==> src/sv/srjb_pkg.sv <==
// Shared types and codes of the sequence reorder jitter buffer.
// Used by the controller, the datapath and the top level; no dependencies.
package srjb_pkg;

  localparam logic [1:0] MODE_PUSH   = 2'd0;
  localparam logic [1:0] MODE_POP    = 2'd1;
  localparam logic [1:0] MODE_LOOKUP = 2'd2;
  localparam logic [1:0] MODE_RANGE  = 2'd3;

  localparam logic [3:0] ST_INSERTED    = 4'd0;
  localparam logic [3:0] ST_EVICTED     = 4'd1;
  localparam logic [3:0] ST_STALE       = 4'd2;
  localparam logic [3:0] ST_DUPLICATE   = 4'd3;
  localparam logic [3:0] ST_POPPED      = 4'd4;
  localparam logic [3:0] ST_EMPTY       = 4'd5;
  localparam logic [3:0] ST_NOT_READY   = 4'd6;
  localparam logic [3:0] ST_FOUND       = 4'd7;
  localparam logic [3:0] ST_NOT_FOUND   = 4'd8;
  localparam logic [3:0] ST_RANGE_ITEM  = 4'd9;
  localparam logic [3:0] ST_RANGE_EMPTY = 4'd10;

  // Where the entry fields of an emitted result come from.
  localparam logic [1:0] SRC_ZERO  = 2'd0;
  localparam logic [1:0] SRC_PEND  = 2'd1;
  localparam logic [1:0] SRC_RDATA = 2'd2;

  typedef struct packed {
    logic       load;       // capture the accepted request
    logic       idx_clr;
    logic       idx_inc;
    logic       rd_idx;     // read the slot at the scan index
    logic       k_init;     // start a shift pass
    logic       k_down;     // shift toward slot zero
    logic       lim_fill;   // shift limit is the fill level, else the scan index
    logic       rd_k;       // read the shift source slot
    logic       wr_k;       // write the shifted slot
    logic       wr_new;     // write the pushed entry
    logic       pend_load;
    logic       pend_clr;
    logic       set_last;   // record the released sequence
    logic       cnt_push;
    logic       cnt_drop;
    logic       cnt_pop;
    logic       fill_inc;
    logic       fill_dec;
    logic       emit;
    logic [3:0] emit_status;
    logic       emit_last;
    logic [1:0] emit_src;
  } ctl_cmd_t;

  typedef struct packed {
    logic [1:0] mode;
    logic       stale;
    logic       fill_zero;
    logic       full;
    logic       idx_end;
    logic       idx_zero;
    logic       lt;
    logic       eq;
    logic       in_range;
    logic       ready;
    logic       k_done;
    logic       pend_valid;
    logic       out_free;
  } ctl_sts_t;

endpackage

==> src/sv/srjb_ctrl.sv <==
// Controller state machine of the jitter buffer: sequences scans, shifts and results.
// Depends on srjb_pkg for the command and status structs and the codes.
module srjb_ctrl (
  input  logic               clk,
  input  logic               rst_n,
  input  logic               in_valid,
  output logic               in_stall,
  input  srjb_pkg::ctl_sts_t sts,
  output srjb_pkg::ctl_cmd_t cmd
);
  import srjb_pkg::*;

  localparam logic [3:0] S_IDLE  = 4'd0;
  localparam logic [3:0] S_DISP  = 4'd1;
  localparam logic [3:0] S_RD    = 4'd2;
  localparam logic [3:0] S_CHK   = 4'd3;
  localparam logic [3:0] S_PLACE = 4'd4;
  localparam logic [3:0] S_SHR   = 4'd5;
  localparam logic [3:0] S_SHW   = 4'd6;
  localparam logic [3:0] S_WNEW  = 4'd7;
  localparam logic [3:0] S_FIN   = 4'd8;

  logic [3:0] state_r, state_nxt;

  always_ff @(posedge clk) begin
    if (!rst_n) begin
      state_r <= S_IDLE;
    end else begin
      state_r <= state_nxt;
    end
  end

  assign in_stall = (state_r != S_IDLE);

  always_comb begin
    cmd       = '0;
    state_nxt = state_r;
    case (state_r)
      S_IDLE: begin
        if (in_valid) begin
          cmd.load  = 1'b1;
          state_nxt = S_DISP;
        end
      end
      S_DISP: begin
        cmd.idx_clr  = 1'b1;
        cmd.pend_clr = 1'b1;
        state_nxt    = S_RD;
        if (sts.mode == MODE_PUSH && sts.stale) begin
          state_nxt = S_DISP;
          if (sts.out_free) begin
            cmd.cnt_push    = 1'b1;
            cmd.cnt_drop    = 1'b1;
            cmd.emit        = 1'b1;
            cmd.emit_status = ST_STALE;
            cmd.emit_last   = 1'b1;
            state_nxt       = S_IDLE;
          end
        end else if (sts.mode == MODE_POP && sts.fill_zero) begin
          state_nxt = S_DISP;
          if (sts.out_free) begin
            cmd.emit        = 1'b1;
            cmd.emit_status = ST_EMPTY;
            cmd.emit_last   = 1'b1;
            state_nxt       = S_IDLE;
          end
        end
      end
      S_RD: begin
        if (!sts.idx_end) begin
          cmd.rd_idx = 1'b1;
          state_nxt  = S_CHK;
        end else begin
          case (sts.mode)
            MODE_PUSH: state_nxt = S_PLACE;
            MODE_LOOKUP: begin
              if (sts.out_free) begin
                cmd.emit        = 1'b1;
                cmd.emit_status = ST_NOT_FOUND;
                cmd.emit_last   = 1'b1;
                state_nxt       = S_IDLE;
              end
            end
            MODE_RANGE: begin
              if (sts.out_free) begin
                cmd.emit        = 1'b1;
                cmd.emit_last   = 1'b1;
                cmd.emit_status = sts.pend_valid ? ST_RANGE_ITEM : ST_RANGE_EMPTY;
                cmd.emit_src    = sts.pend_valid ? SRC_PEND : SRC_ZERO;
                state_nxt       = S_IDLE;
              end
            end
            default: state_nxt = S_IDLE;
          endcase
        end
      end
      S_CHK: begin
        case (sts.mode)
          MODE_PUSH: begin
            if (sts.lt) begin
              cmd.idx_inc = 1'b1;
              state_nxt   = S_RD;
            end else if (sts.eq) begin
              if (sts.out_free) begin
                cmd.cnt_push    = 1'b1;
                cmd.emit        = 1'b1;
                cmd.emit_status = ST_DUPLICATE;
                cmd.emit_last   = 1'b1;
                state_nxt       = S_IDLE;
              end
            end else begin
              state_nxt = S_PLACE;
            end
          end
          MODE_POP: begin
            if (!sts.ready) begin
              if (sts.out_free) begin
                cmd.emit        = 1'b1;
                cmd.emit_status = ST_NOT_READY;
                cmd.emit_last   = 1'b1;
                state_nxt       = S_IDLE;
              end
            end else begin
              cmd.pend_load = 1'b1;
              cmd.set_last  = 1'b1;
              cmd.k_init    = 1'b1;
              cmd.k_down    = 1'b1;
              cmd.lim_fill  = 1'b1;
              state_nxt     = S_SHR;
            end
          end
          MODE_LOOKUP: begin
            if (sts.eq) begin
              if (sts.out_free) begin
                cmd.emit        = 1'b1;
                cmd.emit_status = ST_FOUND;
                cmd.emit_last   = 1'b1;
                cmd.emit_src    = SRC_RDATA;
                state_nxt       = S_IDLE;
              end
            end else begin
              cmd.idx_inc = 1'b1;
              state_nxt   = S_RD;
            end
          end
          default: begin
            if (!sts.in_range) begin
              cmd.idx_inc = 1'b1;
              state_nxt   = S_RD;
            end else if (!sts.pend_valid || sts.out_free) begin
              // The held match is known not to be the last one now.
              cmd.emit        = sts.pend_valid;
              cmd.emit_status = ST_RANGE_ITEM;
              cmd.emit_src    = SRC_PEND;
              cmd.pend_load   = 1'b1;
              cmd.idx_inc     = 1'b1;
              state_nxt       = S_RD;
            end
          end
        endcase
      end
      S_PLACE: begin
        if (sts.full) begin
          if (sts.idx_zero) begin
            if (sts.out_free) begin
              cmd.cnt_push    = 1'b1;
              cmd.cnt_drop    = 1'b1;
              cmd.emit        = 1'b1;
              cmd.emit_status = ST_EVICTED;
              cmd.emit_last   = 1'b1;
              state_nxt       = S_IDLE;
            end
          end else begin
            cmd.k_init = 1'b1;
            cmd.k_down = 1'b1;
            state_nxt  = S_SHR;
          end
        end else begin
          cmd.k_init = 1'b1;
          state_nxt  = S_SHR;
        end
      end
      S_SHR: begin
        if (sts.k_done) begin
          state_nxt = (sts.mode == MODE_PUSH) ? S_WNEW : S_FIN;
        end else begin
          cmd.rd_k  = 1'b1;
          state_nxt = S_SHW;
        end
      end
      S_SHW: begin
        cmd.wr_k  = 1'b1;
        state_nxt = S_SHR;
      end
      S_WNEW: begin
        cmd.wr_new = 1'b1;
        state_nxt  = S_FIN;
      end
      S_FIN: begin
        if (sts.out_free) begin
          cmd.emit      = 1'b1;
          cmd.emit_last = 1'b1;
          state_nxt     = S_IDLE;
          if (sts.mode == MODE_PUSH) begin
            cmd.cnt_push    = 1'b1;
            cmd.cnt_drop    = sts.full;
            cmd.fill_inc    = !sts.full;
            cmd.emit_status = sts.full ? ST_EVICTED : ST_INSERTED;
          end else begin
            cmd.cnt_pop     = 1'b1;
            cmd.fill_dec    = 1'b1;
            cmd.emit_status = ST_POPPED;
            cmd.emit_src    = SRC_PEND;
          end
        end
      end
      default: state_nxt = S_IDLE;
    endcase
  end

endmodule

==> config.mk <==
export PLATFORM = sky130hd
export DESIGN_NAME = srjb_ctrl
export DESIGN_NICKNAME = d
export VERILOG_FILES = /design/src/sv/srjb_pkg.sv /design/src/sv/srjb_ctrl.sv
export SDC_FILE = /design/constraint.sdc
export NUM_CORES = 1
export LEC_CHECK = 0
export ABC_AREA = 1
export BUFFER_PORTS_ARGS = -buffer_cell sky130_fd_sc_hd__buf_4
export CAP_MARGIN = 20
export CORE_ASPECT_RATIO = 1.2
export CORE_MARGIN = 2
export CORE_UTILIZATION = 40
export DETAILED_ROUTE_END_ITERATION = 6
export PLACE_DENSITY = 0.7
export SKIP_LAST_GASP = 1
export SLEW_MARGIN = 20
export SYNTH_ARGS = -nofsm -noshare
export SYNTH_HDL_FRONTEND = slang
export SYNTH_SLANG_ARGS = --single-unit
==> constraint.sdc <==
create_clock -name clk -period 1.5 [get_ports clk]
set_input_delay 0.15 -clock clk [delete_from_list [all_inputs] [get_ports clk]]
set_output_delay 0.15 -clock clk [all_outputs]
set_load 0.01 [all_outputs]
==> results of run 1 <==
-- layout make-up --
type / instances / area (um^2)
well taps: 31 / 38.8
clock buffers: 3 / 22.5
fillers: 227 / 797
inverters: 27 / 110
multi-input cells: 143 / 771
repair buffers: 60 / 450
flip-flops and latches: 4 / 92.6
-- synthesized netlist by cell type (all sizes together) --
master  number
buf          7
o22ai        1
nor2        34
nand3b       1
o21ai        4
o21a         1
o31ai        1
a31oi        1
nand2       57
nor3         4
inv         26
nand4        3
o211ai       1
nand3       28
a21oi        7
clkinv       1
dfxtp        4
-- what timing repair did --
item,in CTS,in global routing
buffers inserted,6,3
pin swaps,2,3
gates resized for setup,8,10
endpoints found under the setup margin,18,20
-- power by group through the flow --
stage,sequential [uW],combinational [uW],clock (uW)
3_3_place_gp,182,805,0
5_1_grt,205,1030,145
6_report,205,950,133
3_5_place_dp,184,809,0
4_1_cts,196,910,138
2_1_floorplan,185,490,0
-- critical path, delay by kind of cell (launching register included) --
family	cells	cell delay, ns
buf+inv	1	0.12
flops	1	0.34
simple gates	5	0.71
-- how the worst max path moves through the flow --
stage                   end  slack, ns  cells after the start
global placement     cmd[7]       0.10                      6
finish               cmd[7]      -0.06                      6
global route         cmd[6]      -0.13                      8
CTS                  cmd[6]      -0.06                      8
detailed placement   cmd[7]       0.10                      9
floorplan           cmd[10]       0.16                      6
-- metal layers --
metal  wire length [um]  vias up  GRT usage (%)
met5                  0        -              0
met4                 53        0           9.39
met3                172        6           2.06
met2               1880       63           44.8
met1               1300      630           25.8
li1                   -      688              -
-- metrics by stage --
step	hold WS (ns)	area, um^2
finish	0.122	1490
global route	0.150	1490
CTS	0.117	1430
detailed placement	0.358	1340
global placement	0.358	1340
floorplan	0.248	967
-- cell families (layout without fill, tap and decap cells) --
family	Yosys count	after routing	share of synthesized area, %
buf+inv	34	90	16.6
compound gates	16	16	9.32
flops	4	4	8.28
simple gates	127	127	65.8
-- cell usage in the layout (no fill, tap or decap), drive strengths merged --
master,Yosys,final
buf,7,60
nand2,57,57
nor2,34,34
nand3,28,28
inv,26,26
a21oi,7,7
dfxtp,4,4
nor3,4,4
o21ai,4,4
nand4,3,3
clkbuf,0,3
clkinv,1,1
o31ai,1,1
a31oi,1,1
o211ai,1,1
o22ai,1,1
o21a,1,1
nand3b,1,1
==> reports/summary.txt, run 1 <==
Worst setup SP type -> flop
Run status -> complete, but fails checks
Die height -> 57.9 um
Initial antenna violation count -> 0
Die Wd -> 48.9 um
CP max stage delay -> 0.34 ns
Layout cell share with drive strength beyond 1 -> 44.3%
Required time of the critical path -> 1.35 ns
Post-Place Cells -> 256
Crit path from -> state_r[2]
Clock network power share -> 10.3%
Clk_skew -> 0.00495 ns
Overflow after GRT -> 0
Switching Fraction -> 48.4%
Routed length per instance -> 12.7 um
Avg Vias per Cell -> 5.18
Post-Syn Area -> 967 um^2
Post-Syn Nets -> 198
Avg Inst Size Synth -> 5.34 um^2
Post-synthesis sequential area ratio -> 8.28%
VDD IR max -> 0.000896 V
Max capacitance violation total -> 0
CTS Buf Count -> 3
Top flop regs -> state_r (4)
Clk Latency, worst-skew pair -> 0.24 ns
Maximum clock path buffer count -> 2
Root Buffer -> clkbuf_4
Vias in the first global route -> 1243
CP endpoint kind -> output pin
IO buf count -> 43
Share of Yosys cell area claimed by the top area cell type -> 19.8%
Maximum number of pins on one net before global-route repair -> 11
CP cell instances -> nor2_4 -> nand2_4 -> nor2_1 -> nand4_1 -> nand4_1 -> buf_4
Net Switching -> 624 uW
CP Data Arrival Time -> 1.41 ns
Critical hold path startpoint -> rst_n
Area contributors post-synth -> nand2_1, nand3_1, nor2_1
Worst Setup Slack post-DPL -> 0.100 ns
Power Internal -> 664 uW
Worst-Margin Slew -> 0.245 ns
Post-CTS Hold Buffers -> 0
Ports -> 44
Final Util -> 65.1%
Slew headroom -> 83.6%
Lkg Pwr -> 0.000834 uW
TritonCTS clock tree -> built
Failing checks -> setup timing
DRC errors left -> 0
Worst setup margin -> -0.0626 ns
Vias after detailed routing -> 1387
Slew Viols, Final -> 0
Hpwl dp -> 2610 um
Core area -> 2280 um^2
Pwr dens -> 867 nW/um^2
Global-route wire length before repair -> 5130 um
Worst hold endpoint -> state_r[2]
Worst reg2reg path startpoint -> state_r[2]
CP max-delay cell -> dfxtp_2
Initial Util -> 42.4%
Netlist cell types -> 28
Max reg flops -> 4
Area growth syn-to-layout -> 53.6%
Die area -> 2830 um^2
Num Clock Sinks -> 4
R2R depth -> 9
Post-route ant nets -> 0
Final Routed Wirelength -> 3400 um
Crit Path Class -> flop to output pin
Crit Path Max Fanout -> 5
Hold Path Depth -> 3
Largest Register -> state_r
Worst R2R End -> state_r[0]
Hold crit path type -> input port to flop
Most common cell on crit path -> nand4_1
Min Tclk post-route -> 1.56 ns
Comb pwr share -> 73.8%
Placer Congestion -> 0.909
Fmax -> 0.640 GHz
Gate Count Post-Synth -> 181
DR pass1 iterations -> 4
Tot GR Track Use -> 23.1%
Power share of the sequential group -> 15.9%
RSZ-0062 raised after global routing -> yes
Seq cells post-synth -> 4
Final period utilization -> 104%
Row count -> 19
Drt initial violations -> 33
Leading area contributor after synthesis -> nand2_1
N_diodes -> 0
Warnings from Yosys -> 0
Hold Fails Final Rpt -> 0
Setup-failing EPs final -> 12
H-Tree Depth -> 1
Pwr Total -> 1290 uW
Aggregate negative setup slack -> -0.393 ns
Final Non-Filler Cells -> 268
Nets@finish -> 256
Clk pin slew, worst setup/hold paths -> 0.03 ns
Reg2reg setup slack -> 0.13 ns
(Power assumes the default switching activity.)
==> run 2, diff against run 1 <==
- ABC_AREA: 1 -> unset
- PLACE_DENSITY: 0.7 -> 0.71
==> reports/summary.txt, run 2 <==
Overflow after GRT -> 0
Share of Yosys cell area claimed by the top area cell type -> 8.76%
Clk Latency, worst-skew pair -> 0.28 ns
R2R depth -> 6
Final period utilization -> 138%
Vias after detailed routing -> 1743
Ports -> 44
Hold Fails Final Rpt -> 0
DR pass1 iterations -> 5
Leading area contributor after synthesis -> dfxtp_1
Top cells by count, synth -> nand2_1, nor2_1, inv_1
Run status -> complete, but fails checks
Avg Inst Size Synth -> 6.44 um^2
DRC errors left -> 0
Post-synth EDFFs -> 0
Die area -> 2690 um^2
N_diodes -> 0
Hold slack -> 0.165 ns
Min Tclk post-route -> 2.06 ns
VDD IR max -> 0.000562 V
Hold Path Depth -> 2
Placement Cell Area -> 1410 um^2
Max reg flops -> 4
Vias in the first global route -> 1412
Post-synth ARST share -> 0%
Final Non-Filler Cells -> 246
Initial antenna violation count -> 0
Most common cell in the netlist -> nand2_1
Comb pwr share -> 67.5%
Clk pin slew, worst setup/hold paths -> 0.06 ns
Drt initial violations -> 187
Area contributors post-synth -> dfxtp_1, nand2_1, nor2_1
Gate Count Post-Synth -> 142
Slew headroom -> 61.3%
Area growth syn-to-layout -> 115%
CP Data Arrival Time -> 1.91 ns
Core area -> 2120 um^2
Largest Register -> state_r
Maximum clock path buffer count -> 2
Post-Syn Nets -> 159
Fmax -> 0.484 GHz
Avg Vias per Cell -> 7.09
Maximum number of pins on one net before global-route repair -> 20
Crit Path Class -> flop to output pin
Placer Congestion -> 0.930
Tot GR Track Use -> 34.9%
Slew Viols, Final -> 0
Ys flop type -> dfxtp_1
Netlist cell types -> 50
Pwr dens -> 466 nW/um^2
Commonest cells after routing, fill and taps aside -> buf_4, buf_6, nand2_1, inv_1, nor2_1
Clock network power share -> 18.3%
Switching Fraction -> 43.4%
TritonCTS clock tree -> built
Global-route wire length before repair -> 6690 um
Met2 Use GR -> 57.1%
Power share of the sequential group -> 14.2%
Post-Place Cells -> 226
Max capacitance violation total -> 0
Post-Syn Area -> 915 um^2
Final Routed Wirelength -> 6530 um
Post-route ant nets -> 0
Setup-failing EPs final -> 29
Die Wd -> 47.7 um
M3 GR Usage -> 5.79%
CP endpoint kind -> output pin
Crit Path Max Fanout -> 4
Busiest grt layer -> met2
Initial Util -> 43.2%
Nets@finish -> 235
Fillers -> 77
Hpwl dp -> 2810 um
Routed length per instance -> 26.5 um
RSZ-0062 raised after global routing -> yes
Final Util -> 92.7%
Design area -> 1960 um^2
H-Tree Depth -> 1
Required time of the critical path -> 1.35 ns
Row count -> 18
Post-synthesis sequential area ratio -> 8.76%
Worst-Margin Slew -> 0.574 ns
Seq cells post-synth -> 4
Failing checks -> setup timing
Warnings from Yosys -> 0
Worst setup margin -> -0.564 ns
Root Buffer -> clkbuf_4
Leading cell type in the layout, fill and taps excluded -> buf_4
Top flop regs -> state_r (4)
Die height -> 56.4 um
Worst Setup Slack post-DPL -> -0.132 ns
Hold crit path type -> input port to flop
CTS Buf Count -> 3
IO buf count -> 43
Lkg Pwr -> 0.000880 uW
Net Switching -> 397 uW
Num Clock Sinks -> 4
Layout cell share with drive strength beyond 1 -> 64.4%
Met1 Usage GRT -> 39.6%
Power Internal -> 518 uW
Reg2reg setup slack -> -0.17 ns
Worst setup SP type -> flop
Clk_skew -> 0.0200 ns
[run 2: cell types whose count changed in the layout (fill, tap and decap cells not counted), sizes merged, moves of 5 or more]
| cell | before | now |
|---|---|---|
| inv | 26 | 11 |
| buf | 60 | 84 |
| nand2 | 57 | 16 |
| nand3 | 28 | 6 |
| and3 | 0 | 5 |
| o21ai | 4 | 11 |
| nor2 | 34 | 12 |
| nor2b | 0 | 5 |
[run 2: area by class of cell]
cell class              instances  area [um^2]  share of cell area, %
repair buffers                 84          748                   38.1
flip-flops and latches          4         95.1                   4.85
well taps                      30         37.5                   1.91
inverters                      11         43.8                   2.23
clock buffers                   3         22.5                   1.15
multi-input cells             114         1010                   51.7
[run 2: logic make-up (layout without fill, tap and decap cells)]
kind of cell	count (synthesis)	after routing	synth area share, %
simple gates	76	76	48.4
flops	4	4	8.76
mux	2	2	2.19
compound gates	36	36	28.5
buf+inv	24	98	12.2
[run 2: power groups by stage]
| stage | Combinational [uW] | Clock [uW] | Sequential (uW) |
|---|---|---|---|
| 2_1_floorplan | 188 | 0 | 125 |
| 3_3_place_gp | 350 | 0 | 127 |
| 3_5_place_dp | 356 | 0 | 127 |
| 4_1_cts | 461 | 139 | 126 |
| 5_1_grt | 634 | 168 | 130 |
| 6_report | 618 | 167 | 130 |
[run 2: worst paths after layout]
| kind | start | end |
|---|---|---|
| min reg2reg | state_r[3] | state_r[0] |
| max reg2reg | state_r[0] | state_r[0] |
| min | rst_n | state_r[1] |
| max | state_r[0] | cmd[12] |
[run 2: what timing repair did]
action / in CTS / in global routing
resized for setup: 43 / 49
hold buffers: 0 / 0
pin swaps: 15 / 19
setup endpoints to repair: 29 / 30
setup buffers: 7 / 12
[run 2: metal layers]
layer | share of wire, % | up-vias
li1 | - | 677
met1 | 32 | 770
met2 | 45 | 218
met3 | 13 | 78
met4 | 10 | 0
met5 | 0 | -
[run 2: stage by stage]
stage	total power, uW	setup TNS, ns
final	915	-8.58
after global routing	932	-9.19
after floorplan	313	-0.0220
after global placement	476	-1.13
after CTS	726	-4.75
after detailed placement	483	-1.46
[run 2: worst max-delay path, stage by stage (launching register included)]
cell	delay (ns)
dfxtp_4	0.37
or4b_4	0.58
nor2_4	0.20
a31oi_2	0.05
o21ai_1	0.24
buf_4	0.19
